File: src/rtl/toi_pkg.sv
package toi_pkg;

  // CORDIC
  localparam int CORDIC_ITERATIONS = 16;
  localparam int CORDIC_TABLE_LEN  = 24;
  localparam int CW                = 34;
  localparam int CNT_W             = (CORDIC_ITERATIONS > 1) ? $clog2(CORDIC_ITERATIONS) : 1;
  localparam logic signed [CW-1:0] CORDIC_K_Q30 = 34'sd652032874;

  // divider
  localparam int DIV_NW = 58;
  localparam int DIV_DW = 31;
  localparam int DIV_CW = $clog2(DIV_NW);

  // scale constants
  localparam logic signed [63:0] BAM_SCALE_Q40 = 64'sd751587969;
  localparam logic signed [31:0] GYRO_URAD     = 32'sd1064;

  // steer to binary angle: 2^32 = 119304 * 36000 + 23296
  localparam logic [16:0] STEER_QUO = 17'd119304;
  localparam logic [14:0] STEER_REM = 15'd23296;
  localparam logic [14:0] STEER_RND = 15'd18000;
  // ceil(2^36 / 1125), exact for dividends below 2^25
  localparam logic [26:0] STEER_REC = 27'd61083980;

  // position step: divide by 1000 * 2^20, 2^18 = 262 * 1000 + 144
  localparam logic [63:0] POS_RND     = 64'd524288000;
  localparam logic [8:0]  POS_BLK_QUO = 9'd262;
  localparam logic [7:0]  POS_BLK_REM = 8'd144;
  // ceil(2^36 / 1000), exact for dividends below 2^26
  localparam logic [26:0] POS_REC     = 27'd68719477;

  // register map
  localparam int CFG_AW = 2;
  localparam int CFG_DW = 16;
  localparam logic [CFG_AW-1:0] REG_WHEEL_BASE = 2'd0;
  localparam logic [CFG_AW-1:0] REG_ODOM_GAIN  = 2'd1;
  localparam logic [CFG_AW-1:0] REG_USE_GYRO   = 2'd2;

  typedef struct packed {
    logic signed [15:0] wheel_speed_mm_s;
    logic signed [15:0] steer_centideg;
    logic signed [15:0] gyro_yaw_raw;
    logic        [19:0] elapsed_us;
  } in_t;

  typedef struct packed {
    logic signed [39:0] pos_x_um;
    logic signed [39:0] pos_y_um;
    logic signed [31:0] heading_bam;
    logic signed [15:0] forward_speed_mm_s;
    logic signed [31:0] yaw_rate_urad_s;
  } out_t;

  typedef enum logic [4:0] {
    S_IDLE, S_STEER, S_STEER_REC, S_STEER_BAM, S_C1, S_C1_W, S_FWD_MUL, S_FWD,
    S_T_MUL, S_T_DIV, S_T_DIV_W, S_GAIN_MUL, S_YAW, S_YDT_MUL,
    S_HI_MUL, S_LO_MUL, S_DTH, S_C2, S_C2_W, S_DIST,
    S_X_MUL, S_X_DIV, S_X_REC, S_X_ACC, S_Y_MUL, S_Y_DIV, S_Y_REC, S_Y_ACC, S_DONE
  } state_t;

  function automatic logic signed [CW-1:0] atan_bam(input logic [4:0] i);
    logic signed [CW-1:0] r;
    case (i)
      5'd0:  r = 34'sd536870912;
      5'd1:  r = 34'sd316933406;
      5'd2:  r = 34'sd167458907;
      5'd3:  r = 34'sd85004756;
      5'd4:  r = 34'sd42667331;
      5'd5:  r = 34'sd21354465;
      5'd6:  r = 34'sd10679838;
      5'd7:  r = 34'sd5340245;
      5'd8:  r = 34'sd2670163;
      5'd9:  r = 34'sd1335087;
      5'd10: r = 34'sd667544;
      5'd11: r = 34'sd333772;
      5'd12: r = 34'sd166886;
      5'd13: r = 34'sd83443;
      5'd14: r = 34'sd41722;
      5'd15: r = 34'sd20861;
      5'd16: r = 34'sd10430;
      5'd17: r = 34'sd5215;
      5'd18: r = 34'sd2608;
      5'd19: r = 34'sd1304;
      5'd20: r = 34'sd652;
      5'd21: r = 34'sd326;
      5'd22: r = 34'sd163;
      5'd23: r = 34'sd81;
      default: r = '0;
    endcase
    return r;
  endfunction

endpackage

File: src/rtl/toi_div.sv
// Unsigned restoring divider, one quotient bit per cycle.
module toi_div (
  input  logic                        clk,
  input  logic                        rst,
  input  logic                        start,
  input  logic [toi_pkg::DIV_NW-1:0]  num,
  input  logic [toi_pkg::DIV_DW-1:0]  den,
  output logic                        done,
  output logic [toi_pkg::DIV_NW-1:0]  quo
);
  import toi_pkg::*;

  logic              run;
  logic [DIV_CW-1:0] cnt;
  logic [DIV_DW-1:0] rem;
  logic [DIV_DW-1:0] dsr;
  logic [DIV_DW:0]   shifted;
  logic [DIV_DW:0]   trial;

  assign shifted = {rem, quo[DIV_NW-1]};
  assign trial   = shifted - {1'b0, dsr};

  always_ff @(posedge clk) begin
    if (rst) begin
      run  <= 1'b0;
      done <= 1'b0;
      cnt  <= '0;
    end else begin
      done <= 1'b0;
      if (start) begin
        run <= 1'b1;
        cnt <= '0;
      end else if (run) begin
        cnt <= cnt + 1'b1;
        if (cnt == DIV_CW'(DIV_NW - 1)) begin
          run  <= 1'b0;
          done <= 1'b1;
        end
      end
    end
  end

  always_ff @(posedge clk) begin
    if (start) begin
      quo <= num;
      rem <= '0;
      dsr <= den;
    end else if (run) begin
      if (!trial[DIV_DW]) begin
        rem <= trial[DIV_DW-1:0];
        quo <= {quo[DIV_NW-2:0], 1'b1};
      end else begin
        rem <= shifted[DIV_DW-1:0];
        quo <= {quo[DIV_NW-2:0], 1'b0};
      end
    end
  end

endmodule

File: config.mk
export PLATFORM = sky130hd
export DESIGN_NAME = toi_div
export DESIGN_NICKNAME = d
export VERILOG_FILES = /design/src/rtl/toi_pkg.sv /design/src/rtl/toi_div.sv
export SDC_FILE = /design/constraint.sdc
export NUM_CORES = 1
export LEC_CHECK = 0
export ABC_CLOCK_PERIOD_IN_PS = 6600
export CORE_MARGIN = 2
export CORE_UTILIZATION = 55
export DETAILED_ROUTE_END_ITERATION = 10
export DONT_BUFFER_PORTS = 1
export PLACE_DENSITY = 0.7
export SKIP_LAST_GASP = 1
export SYNTH_ARGS = -nofsm -noshare
export SYNTH_HDL_FRONTEND = slang
export SYNTH_SLANG_ARGS = --single-unit
File: constraint.sdc
create_clock -name clk -period 6.6 [get_ports clk]
set_input_delay 1.98 -clock clk [delete_from_list [all_inputs] [get_ports clk]]
set_output_delay 1.98 -clock clk [all_outputs]
set_load 0.1 [all_outputs]
==> impl_results.md <==
* Global-route wire length before repair at 22,300 µm
* Worst-margin pin slew at 1.10 ns
* Placer Congestion at ~0.93
* Yosys reg bits at between 100 and 150
* Most common library cells after synthesis: edfxtp_1, mux2_2, nor2_1
* Leak Pwr at 0.00293 µW
* DRT Pass-1 Iters at 7
* CP required at 6.90 ns
* Worst r2r path cells at 12
* Final ANT Viol Nets at 0
* Total vias in the final route at 4,627
* Setup crit start: quo[57]
* PostCTS Resize Cnt at 0
* Initial DRC Count at 400
* # DRC at 0
* Initial antenna violation count at 1
* Placed inst area at 6970 µm²
* Final Hold Fails at 0
* Final setup skew at 0.00856 ns
* Routed length per instance at 17.7 µm
* Syn. warnings at 0
* Clk pwr share at 33.8%
* GRT overflow at 0
* Count leader, synth: edfxtp_1
* Die width at 116 µm
* Hold Path Depth at 2
* Fin Setup TNS at 0 ns
* Largest net degree at the start of global routing at ~120
* FP Rows at 40
* Hold path startpoint: cnt[5]
* Sequential-to-total area share from yosys stat at 50.3%
* Crit path DAT at 4.37 ns
* Hold Slack at 0.488 ns
* Final #Nets at 736
* Root buffer cell: clkbuf_16
* Number of synthesized flops with an enable pin at 89
* Core region area at ~12,000 µm²
* Hold crit path type: register to register
* Hold EP: cnt[5]
* # diodes at 0
* Tmin final at 4.07 ns
* FF-to-FF End: rem[12]
* Post-synth top area share at 39.0%
* Inserted Clock Buffers at 17
* Sw Ratio at 35.2%
* Reg clk slew, reported paths at approximately 0.060 ns
* Detailed Route WL at 14,000 µm
* Worst flop-to-flop path startpoint: quo[57]
* CP Class: register to register
* RSZ-0062 raised after global routing: false
* CTS max path bufs at 2
* Share of cells above drive strength 1 at 15.6%
* Filler instances at around 1,000
* Final period util at 61.6%
* Element type at the critical path end: register
* Clock sink count at 128
* Vias per Instance at 5.85
* Status: finished, final reports clean
* Comb pwr share at 16.1%
* Area grow syn2layout at 9.54%
* Final setup fails at 0
* Worst rel slew slack at 26.4%
* Async set-reset flop share out of synthesis at 0%
* Max Cap Viol at 0
* Syn_nets at 743
* I/O Buffers at 0
* Die ar. at 13,400 µm²
* Seq pwr share at between 50 and 60%
* Vias in the first global route at 4,441
* Worst-Skew Late Latency at 0.41 ns
* CTS tree: built
* Die Y at 116 µm
* Distinct cells, synth at 58
* F_max at 0.246 GHz
* Hold-fix buffers at CTS at 0
* Design Area, Final at 7510 µm²
* Setup repair bufs after CTS at 0
* Syn Area/Cell at ~11 µm²
* Syn Std Cell Area at 6860 µm²
* Ranking of synthesized cells by area: edfxtp_1, dfxtp_1, mux2_2
* Tot Pwr at 2550 µW
* Io pins at 151
* Synth Flop Type: edfxtp_1
* Starting Density at 56.6%
* Startpoint Class: register
* Pwr dens at 340 nW/µm²
* Worst vdd ir at between 0.0002 and 0.00025 V
* Psw at 899 µW
* Mapped Cells at roughly 620
* Overall global routing resource usage at 21.5%
* Crit-path max FO at 41
* Largest area contributor in the netlist: edfxtp_1
* Placed wire-length estimate at 9580 µm
* Total internal power at about 1700 µW
* R2r setup slk at 2.53 ns
* # H-tree levels at 4
* Final Max Tran Viols at 0
==> per-stage QoR <==
step / std cells / utilization, % / worst slack [ns]
after floorplan: 617 / - / 2.56
after global placement: 759 / 57.5 / 2.68
after detailed placement: 759 / 57.5 / 2.54
after CTS: 791 / 62.0 / 2.53
after global routing: 791 / 62.0 / 2.27
final: 791 / 62.0 / 2.53
==> layout by cell type (no fill, tap or decap), types with 3 or more instances in the layout <==
master / instances
nor2_1: 54
a21oi_1: 35
inv_1: 50
a21o_1: 7
nand2b_1: 10
clkinv_1: 3
a211oi_1: 25
nand2_1: 28
or3_1: 5
nand3_1: 8
edfxtp_1: 89
a31oi_1: 5
o21a_1: 5
nor3_1: 4
xor2_1: 11
dfxtp_1: 38
o21bai_1: 3
mux2i_1: 22
o211ai_1: 3
nor2b_1: 5
o2111ai_1: 5
o21ai_0: 24
xnor2_1: 16
clkbuf_16: 17
o41ai_1: 3
ha_1: 33
nand4_1: 6
mux2_2: 58
clkinv_4: 5
==> cell families (layout without fill, tap and decap cells) <==
logic type	after synthesis	count (layout)	share of synthesized area, %
buffers and inverters	78	84	4.54
AOI/OAI and AO/OA	137	137	13.4
muxes	83	83	13.3
adders and majority gates	34	34	6.31
and+or+nand+nor	130	130	8.72
DFF	128	128	50.3
xor gates and xnor gates	27	27	3.45
==> flip-flops by register name, indices dropped and copies added, names as in the netlist <==
register and cells:
cnt 6, done 1, dsr 31, quo 58
rem 31, run 1
==> routing by layer <==
metal	part of all wire, %	up-vias	global-route usage [%]	wire [µm]
li1	-	2251	-	-
met5	0.12	-	0	17
met4	1.4	2	7.70	197
met1	43	2190	27.0	5960
met2	48	168	34.0	6680
met3	8.1	16	8.58	1130
==> power by group through the flow <==
stage	Sequential (µW)	Clock, µW	Combinational [µW]
after CTS	1280	879	408
after global routing	1290	910	460
after global placement	1300	0	395
after detailed placement	1290	0	407
after floorplan	1280	0	355
final	1280	862	411
==> worst max-delay path, stage by stage, from the launching register on <==
cell and delay, ns:
edfxtp_1 0.96, inv_1 0.14, ha_1 0.26, nand2b_1 0.17
a21oi_1 0.24, o21ai_2 0.14, nor3b_1 0.30, o21ba_1 0.18
o21ba_1 0.12, a311o_2 0.85, mux2_1 0.39, mux2i_1 0.14
nor2_1 0.05
==> worst max-delay path by stage <==
stage              end  slack, ns
6_report       rem[12]       2.53
5_1_grt        rem[12]       2.27
4_1_cts        rem[12]       2.53
3_5_place_dp   rem[12]       2.54
3_3_place_gp    rem[8]       2.68
2_1_floorplan   quo[0]       2.56
==> final cells by class <==
| cell class | count | area [µm²] | share of cell area (%) |
|---|---|---|---|
| repair buffers | 2 | 15.0 | 0.200 |
| multi-input cells | 411 | 3100 | 41.2 |
| well taps | 168 | 210 | 2.80 |
| clock inverters | 14 | 119 | 1.58 |
| clock buffers | 18 | 429 | 5.71 |
| flip-flops and latches | 128 | 3450 | 46.0 |
| inverters | 50 | 188 | 2.50 |
Note: power is estimated with default switching activity, not from simulation.
