<file path="config.mk">
export PLATFORM = sky130hd
export DESIGN_NAME = toi_cordic
export DESIGN_NICKNAME = d
export VERILOG_FILES = /design/src/rtl/toi_pkg.sv /design/src/rtl/toi_cordic.sv
export SDC_FILE = /design/constraint.sdc
export NUM_CORES = 1
export LEC_CHECK = 0
export BUFFER_PORTS_ARGS = -buffer_cell sky130_fd_sc_hd__buf_4
export CAP_MARGIN = 20
export CORE_UTILIZATION = 50
export CTS_BUF_LIST = sky130_fd_sc_hd__clkbuf_4 sky130_fd_sc_hd__clkbuf_8
export CTS_CLUSTER_DIAMETER = 80
export DETAILED_ROUTE_END_ITERATION = 10
export HOLD_SLACK_MARGIN = 0.02
export PLACE_DENSITY = 0.7
export SETUP_SLACK_MARGIN = 0.3
export SLEW_MARGIN = 25
export SYNTH_ARGS = -nofsm -noshare
export SYNTH_HDL_FRONTEND = slang
export SYNTH_SLANG_ARGS = --single-unit
</file>
<file path="constraint.sdc">
create_clock -name clk -period 5.73 [get_ports clk]
set_clock_uncertainty 0.05 [all_clocks]
set_input_delay 0.573 -clock clk [delete_from_list [all_inputs] [get_ports clk]]
set_output_delay 0.573 -clock clk [all_outputs]
set_load 0.02 [all_outputs]
</file>
<file path="src/rtl/toi_pkg.sv">
package toi_pkg;

  // CORDIC
  localparam int CORDIC_ITERATIONS = 16;
  localparam int CORDIC_TABLE_LEN  = 24;
  localparam int CW                = 34;
  localparam int CNT_W             = (CORDIC_ITERATIONS > 1) ? $clog2(CORDIC_ITERATIONS) : 1;
  localparam logic signed [CW-1:0] CORDIC_K_Q30 = 34'sd652032874;

  // divider
  localparam int DIV_NW = 58;
  localparam int DIV_DW = 31;
  localparam int DIV_CW = $clog2(DIV_NW);

  // scale constants
  localparam logic signed [63:0] BAM_SCALE_Q40 = 64'sd751587969;
  localparam logic signed [31:0] GYRO_URAD     = 32'sd1064;

  // steer to binary angle: 2^32 = 119304 * 36000 + 23296
  localparam logic [16:0] STEER_QUO = 17'd119304;
  localparam logic [14:0] STEER_REM = 15'd23296;
  localparam logic [14:0] STEER_RND = 15'd18000;
  // ceil(2^36 / 1125), exact for dividends below 2^25
  localparam logic [26:0] STEER_REC = 27'd61083980;

  // position step: divide by 1000 * 2^20, 2^18 = 262 * 1000 + 144
  localparam logic [63:0] POS_RND     = 64'd524288000;
  localparam logic [8:0]  POS_BLK_QUO = 9'd262;
  localparam logic [7:0]  POS_BLK_REM = 8'd144;
  // ceil(2^36 / 1000), exact for dividends below 2^26
  localparam logic [26:0] POS_REC     = 27'd68719477;

  // register map
  localparam int CFG_AW = 2;
  localparam int CFG_DW = 16;
  localparam logic [CFG_AW-1:0] REG_WHEEL_BASE = 2'd0;
  localparam logic [CFG_AW-1:0] REG_ODOM_GAIN  = 2'd1;
  localparam logic [CFG_AW-1:0] REG_USE_GYRO   = 2'd2;

  typedef struct packed {
    logic signed [15:0] wheel_speed_mm_s;
    logic signed [15:0] steer_centideg;
    logic signed [15:0] gyro_yaw_raw;
    logic        [19:0] elapsed_us;
  } in_t;

  typedef struct packed {
    logic signed [39:0] pos_x_um;
    logic signed [39:0] pos_y_um;
    logic signed [31:0] heading_bam;
    logic signed [15:0] forward_speed_mm_s;
    logic signed [31:0] yaw_rate_urad_s;
  } out_t;

  typedef enum logic [4:0] {
    S_IDLE, S_STEER, S_STEER_REC, S_STEER_BAM, S_C1, S_C1_W, S_FWD_MUL, S_FWD,
    S_T_MUL, S_T_DIV, S_T_DIV_W, S_GAIN_MUL, S_YAW, S_YDT_MUL,
    S_HI_MUL, S_LO_MUL, S_DTH, S_C2, S_C2_W, S_DIST,
    S_X_MUL, S_X_DIV, S_X_REC, S_X_ACC, S_Y_MUL, S_Y_DIV, S_Y_REC, S_Y_ACC, S_DONE
  } state_t;

  function automatic logic signed [CW-1:0] atan_bam(input logic [4:0] i);
    logic signed [CW-1:0] r;
    case (i)
      5'd0:  r = 34'sd536870912;
      5'd1:  r = 34'sd316933406;
      5'd2:  r = 34'sd167458907;
      5'd3:  r = 34'sd85004756;
      5'd4:  r = 34'sd42667331;
      5'd5:  r = 34'sd21354465;
      5'd6:  r = 34'sd10679838;
      5'd7:  r = 34'sd5340245;
      5'd8:  r = 34'sd2670163;
      5'd9:  r = 34'sd1335087;
      5'd10: r = 34'sd667544;
      5'd11: r = 34'sd333772;
      5'd12: r = 34'sd166886;
      5'd13: r = 34'sd83443;
      5'd14: r = 34'sd41722;
      5'd15: r = 34'sd20861;
      5'd16: r = 34'sd10430;
      5'd17: r = 34'sd5215;
      5'd18: r = 34'sd2608;
      5'd19: r = 34'sd1304;
      5'd20: r = 34'sd652;
      5'd21: r = 34'sd326;
      5'd22: r = 34'sd163;
      5'd23: r = 34'sd81;
      default: r = '0;
    endcase
    return r;
  endfunction

endpackage

</file>
<file path="src/rtl/toi_cordic.sv">
// Rotation-mode CORDIC, one micro-rotation per cycle.
module toi_cordic (
  input  logic                           clk,
  input  logic                           rst,
  input  logic                           start,
  input  logic [31:0]                    angle,
  output logic                           done,
  output logic signed [toi_pkg::CW-1:0]  cos_q30,
  output logic signed [toi_pkg::CW-1:0]  sin_q30
);
  import toi_pkg::*;

  logic             run;
  logic             flip;
  logic [CNT_W-1:0] cnt;
  logic signed [CW-1:0] x, y, z;
  logic signed [CW-1:0] dx, dy, at;
  logic             flip_in;
  logic [31:0]      a_adj;

  assign flip_in = angle[31] ^ angle[30];   // quadrants 2 and 3
  assign a_adj   = angle ^ {flip_in, 31'b0};
  assign dx      = y >>> cnt;
  assign dy      = x >>> cnt;
  assign at      = atan_bam(5'(cnt));
  assign cos_q30 = flip ? -x : x;
  assign sin_q30 = flip ? -y : y;

  always_ff @(posedge clk) begin
    if (rst) begin
      run  <= 1'b0;
      done <= 1'b0;
      cnt  <= '0;
    end else begin
      done <= 1'b0;
      if (start) begin
        run <= 1'b1;
        cnt <= '0;
      end else if (run) begin
        cnt <= cnt + 1'b1;
        if (cnt == CNT_W'(CORDIC_ITERATIONS - 1)) begin
          run  <= 1'b0;
          done <= 1'b1;
        end
      end
    end
  end

  always_ff @(posedge clk) begin
    if (start) begin
      flip <= flip_in;
      x    <= CORDIC_K_Q30;
      y    <= '0;
      z    <= CW'($signed(a_adj));
    end else if (run) begin
      if (!z[CW-1]) begin
        x <= x - dx;
        y <= y + dy;
        z <= z - at;
      end else begin
        x <= x + dx;
        y <= y - dy;
        z <= z + at;
      end
    end
  end

endmodule

</file>
==> results by group <==
Placed design
  • Placer Congestion: 0.986
  • Setup slack after placement: -0.0253 ns
  • Half-perimeter wire length after placement: 44900 um
  • Buffers on Ports: 103

Job
  • Max-cap check violation count: 0

Setup path
  • Crit path cell chain: buf_12 > buf_6 > mux4_2 > a21o_1 > nand2_1 > o21a_1 > ha_2 > and2_4 > o21a_1 > nand4_1 > nor2_4 > a21oi_2 > xnor2_1 > ha_1 > and3_4 > a221o_1 > a21oi_2 > nor2b_2 > nor2_2 > o31ai_4 > a31o_4 > a31oi_4 > mux2i_1 > mux2_1
  • Startpoint of the worst-slack reg-to-reg timing path: cnt[1]$_SDFFE_PP0P_
  • Worst endpoint required time: 6.07 ns
  • Cell at the slowest stage of the critical path: sky130_fd_sc_hd__mux4_2
  • Arrival @ worst endpoint: 5.85 ns
  • Start point of the critical path: cnt[1]$_SDFFE_PP0P_
  • Peak per-stage delay on the critical path: 0.53 ns
  • Crit path max-delay family: compound AO/OA/AOI/OAI gates
  • Critical path class: flip-flop to flip-flop
  • Critical-path maximum fanout: 7
  • Worst path bufs/invs: 2
  • Type of origin of the critical path: flip-flop
  • Critical path endpoint category: flip-flop

Global route
  • Total grt overflow: 0
  • Wire length of the first global-routing pass: 91600 um
  • Maximum number of pins on one net before global-route repair: 101
  • Met3 global-route usage: 0.0392
  • Busiest layer in global routing: met2
  • Antenna violations before repair: 0
  • Number of global-route vias before repair: 16900
  • GR Layer Usage met1: 0.387
  • Met2 Usage GRT: 0.562
  • Global router's overall resource usage: 0.323

Logic synthesis
  • Number of synthesized flops with an enable pin: 35
  • Average instance area after synthesis: between 7 and 8 um2
  • Most repeated cell in the gate-level netlist after synthesis: sky130_fd_sc_hd__nand2_1
  • Unique masters post-synth: 91
  • Portion of synthesized cell area occupied by the leading cell type: 0.117
  • Sequential cell area fraction in the yosys report: 0.176
  • Syn Nets: 2414
  • Top post-synthesis cells by area: sky130_fd_sc_hd__dfxtp_1 12%, sky130_fd_sc_hd__ha_1 7.9%, sky130_fd_sc_hd__xnor2_1 7.2%, sky130_fd_sc_hd__edfxtp_1 5.9%, sky130_fd_sc_hd__mux4_2 5.8%
  • Post-synthesis sequential element count: 139
  • Ys Warns: 0
  • Synth async-reset ratio: 0
  • Post-synth top area cell: sky130_fd_sc_hd__dfxtp_1
  • Mapped Area: 17800 um2
  • Ranking of synthesized cells by instance count: 228 x sky130_fd_sc_hd__nand2_1, 198 x sky130_fd_sc_hd__nor2_1, 195 x sky130_fd_sc_hd__a21oi_1
  • Number of cells produced by synthesis: roughly 2300
  • Predominant post-synthesis flop cell: sky130_fd_sc_hd__dfxtp_1

Routing
  • Avg Vias per Cell: 6.21
  • Initial DRT Pass Iterations: 7
  • Routed WL per cell: slightly above 20 um
  • Count of routing violations after the opening detailed-route iteration: 1416
  • Wire length reported by the detailed router: 59600 um
  • DRC: 0
  • Total via count after detailed routing: between 15000 and 20000
  • Antenna-violating nets left: 0

Timing
  • Max frequency: 0.181 GHz
  • Setup-failing EPs final: 0
  • Transition time at the pin with the least slew margin: 1.02 ns
  • Fin worst setup slack: 0.213 ns
  • Post-layout min period: 5.52 ns
  • Final hold vios: 0
  • Max-slew violation total from the final report: 0
  • Unrepaired setup endpoints after global routing: yes
  • Relative max-transition margin: 0.317
  • Fin Hold WS: between 0.2 and 0.25 ns
  • Portion of the clock cycle consumed by the worst path in the final layout: 0.963

Clock tree
  • Cts bufs inserted: 17
  • H-tree levels: 4
  • Clock latency of the later-clocked register in the worst-skew pair: 0.51 ns
  • Master cell of the clock root buffer: sky130_fd_sc_hd__clkbuf_8
  • Total of hold buffers inserted after clock tree synthesis: 0
  • Buffers from clock root to sink, at most: 2
  • Clock Sink Count: 139
  • Clock transition at path regs: 0.11 ns
  • CTS tree: yes

Layout
  • Core occupancy in the finished layout: 0.605
  • Antenna cells: 0
  • Net total in the final layout: 2594
  • Area Overhead vs Synth: 18.5%
  • Share of final-layout standard cells stronger than drive strength 1: 0.215

Min path
  • Hold path startpoint: rst
  • Class of the tightest hold or removal check: input port to flip-flop

Floorplanning
  • # IOs: between 100 and 150
  • Overall die width: 191 um
  • Core area: about 35000 um2
  • Number of rows created at floorplan: 68
  • Initial cell density of the core: 0.511
  • Die Ht: 191 um
  • Full die area: between 30000 and 40000 um2

Run status
  • Run status: finished clean

Pwr
  • Static power due to leakage: 0.00903 uW
  • Worst IR drop on VDD: a little over 300 uV
  • Areal power density over the cells: 618 nW/um2
[state kept, by name, summed over array words and instances, names as in the netlist]
register,flops
z,34
flip,1
cnt,4
at,30
x,34
run,1
done,1
y,34
[per-stage QoR]
| stage | setup TNS [ns] | area, um2 | std cells | power (uW) |
|---|---|---|---|---|
| floorplan | 0 | 17800 | 2264 | 8480 |
| global placement | 0 | 19900 | 2840 | 11300 |
| detailed placement | -0.0253 | 19900 | 2840 | 11500 |
| CTS | 0 | 20500 | 2884 | 12600 |
| global route | 0 | 21100 | 2912 | 14000 |
| finish | 0 | 21100 | 2912 | 13000 |
[logic make-up (layout without fill, tap and decap cells)]
family / Yosys count / after routing / share of synthesized area
buffers and inverters: 234 / 427 / 0.0542
adders and majority gates: 115 / 115 / 0.0822
AOI/OAI and AO/OA: 661 / 661 / 0.236
xor gates and xnor gates: 234 / 234 / 0.115
muxes: 198 / 198 / 0.153
DFF: 139 / 139 / 0.176
and+or+nand+nor: 683 / 683 / 0.182
[cell type report]
| class | instances | area, um2 |
|---|---|---|
| inverter | 71 | 267 |
| clock inverter | 15 | 196 |
| clock buffer | 17 | 234 |
| multi-input combinational | 1891 | 14000 |
| sequential | 139 | 3150 |
| tap | 455 | 569 |
| fill | 3109 | 13700 |
| timing repair buffer | 324 | 2680 |
[layout by cell type, fill, tap and decap left out, drive strengths merged, types with 12 or more instances in the layout]
cell type	synthesis	layout
or4	17	17
dfxtp	104	104
nand4	15	15
inv	66	76
o21ai	158	158
a21oi	195	195
a211oi	19	19
o31ai	22	22
edfxtp	35	35
o41ai	12	12
nor4	22	22
and2	17	17
ha	112	112
or2	13	13
nand3	39	39
mux4	52	52
a31oi	33	33
o211ai	19	19
xor2	88	88
buf	56	320
nand2	228	228
xnor2	146	146
mux2i	104	104
mux2	42	42
or3	15	15
nand2b	35	35
o21a	24	24
nor3	38	38
nor2	199	199
a21o	53	53
o21bai	17	17
clkbuf	107	20
nor2b	16	16
[final timing paths]
path / end / slack, ns / cells past startpoint
hold / removal: run$_SDFF_PP0_ / 0.21 / 2
setup reg to reg: y[33]$_SDFFE_PP0P_ / 0.21 / 24
hold reg to reg: y[0]$_SDFFE_PP0P_ / 0.48 / 2
setup / recovery: y[33]$_SDFFE_PP0P_ / 0.21 / 24
[layer usage]
metal	wire, um	vias to the layer above	part of all wire
li1	-	8658	-
met1	24000	8629	0.40
met2	29300	654	0.49
met3	3150	135	0.053
met4	3140	0	0.053
met5	0	-	0
[repair_timing]
action                     in CTS  in global routing
cloned                          1                  2
setup endpoints to repair      13                 24
gates resized for setup        23                 57
pin swaps                      17                 25
buffers inserted               11                 26
[report_power, final]
group,internal [uW],switching (uW),total [uW]
Clock,414,512,926
Sequential,1320,425,1740
Combinational,4710,5630,10300
[worst register-to-register path, cell delays in order, from the launching register on]
cell and delay, ns:
sky130_fd_sc_hd__dfxtp_4 0.47, sky130_fd_sc_hd__buf_12 0.17, sky130_fd_sc_hd__buf_6 0.10, sky130_fd_sc_hd__mux4_2 0.53
sky130_fd_sc_hd__a21o_1 0.23, sky130_fd_sc_hd__nand2_1 0.10, sky130_fd_sc_hd__o21a_1 0.15, sky130_fd_sc_hd__ha_2 0.19
sky130_fd_sc_hd__and2_4 0.17, sky130_fd_sc_hd__o21a_1 0.16, sky130_fd_sc_hd__nand4_1 0.24, sky130_fd_sc_hd__nor2_4 0.23
sky130_fd_sc_hd__a21oi_2 0.08, sky130_fd_sc_hd__xnor2_1 0.15, sky130_fd_sc_hd__ha_1 0.35, sky130_fd_sc_hd__and3_4 0.17
sky130_fd_sc_hd__a221o_1 0.40, sky130_fd_sc_hd__a21oi_2 0.17, sky130_fd_sc_hd__nor2b_2 0.07, sky130_fd_sc_hd__nor2_2 0.16
sky130_fd_sc_hd__o31ai_4 0.12, sky130_fd_sc_hd__a31o_4 0.25, sky130_fd_sc_hd__a31oi_4 0.13, sky130_fd_sc_hd__mux2i_1 0.23
sky130_fd_sc_hd__mux2_1 0.33
(Power assumes the default switching activity.)
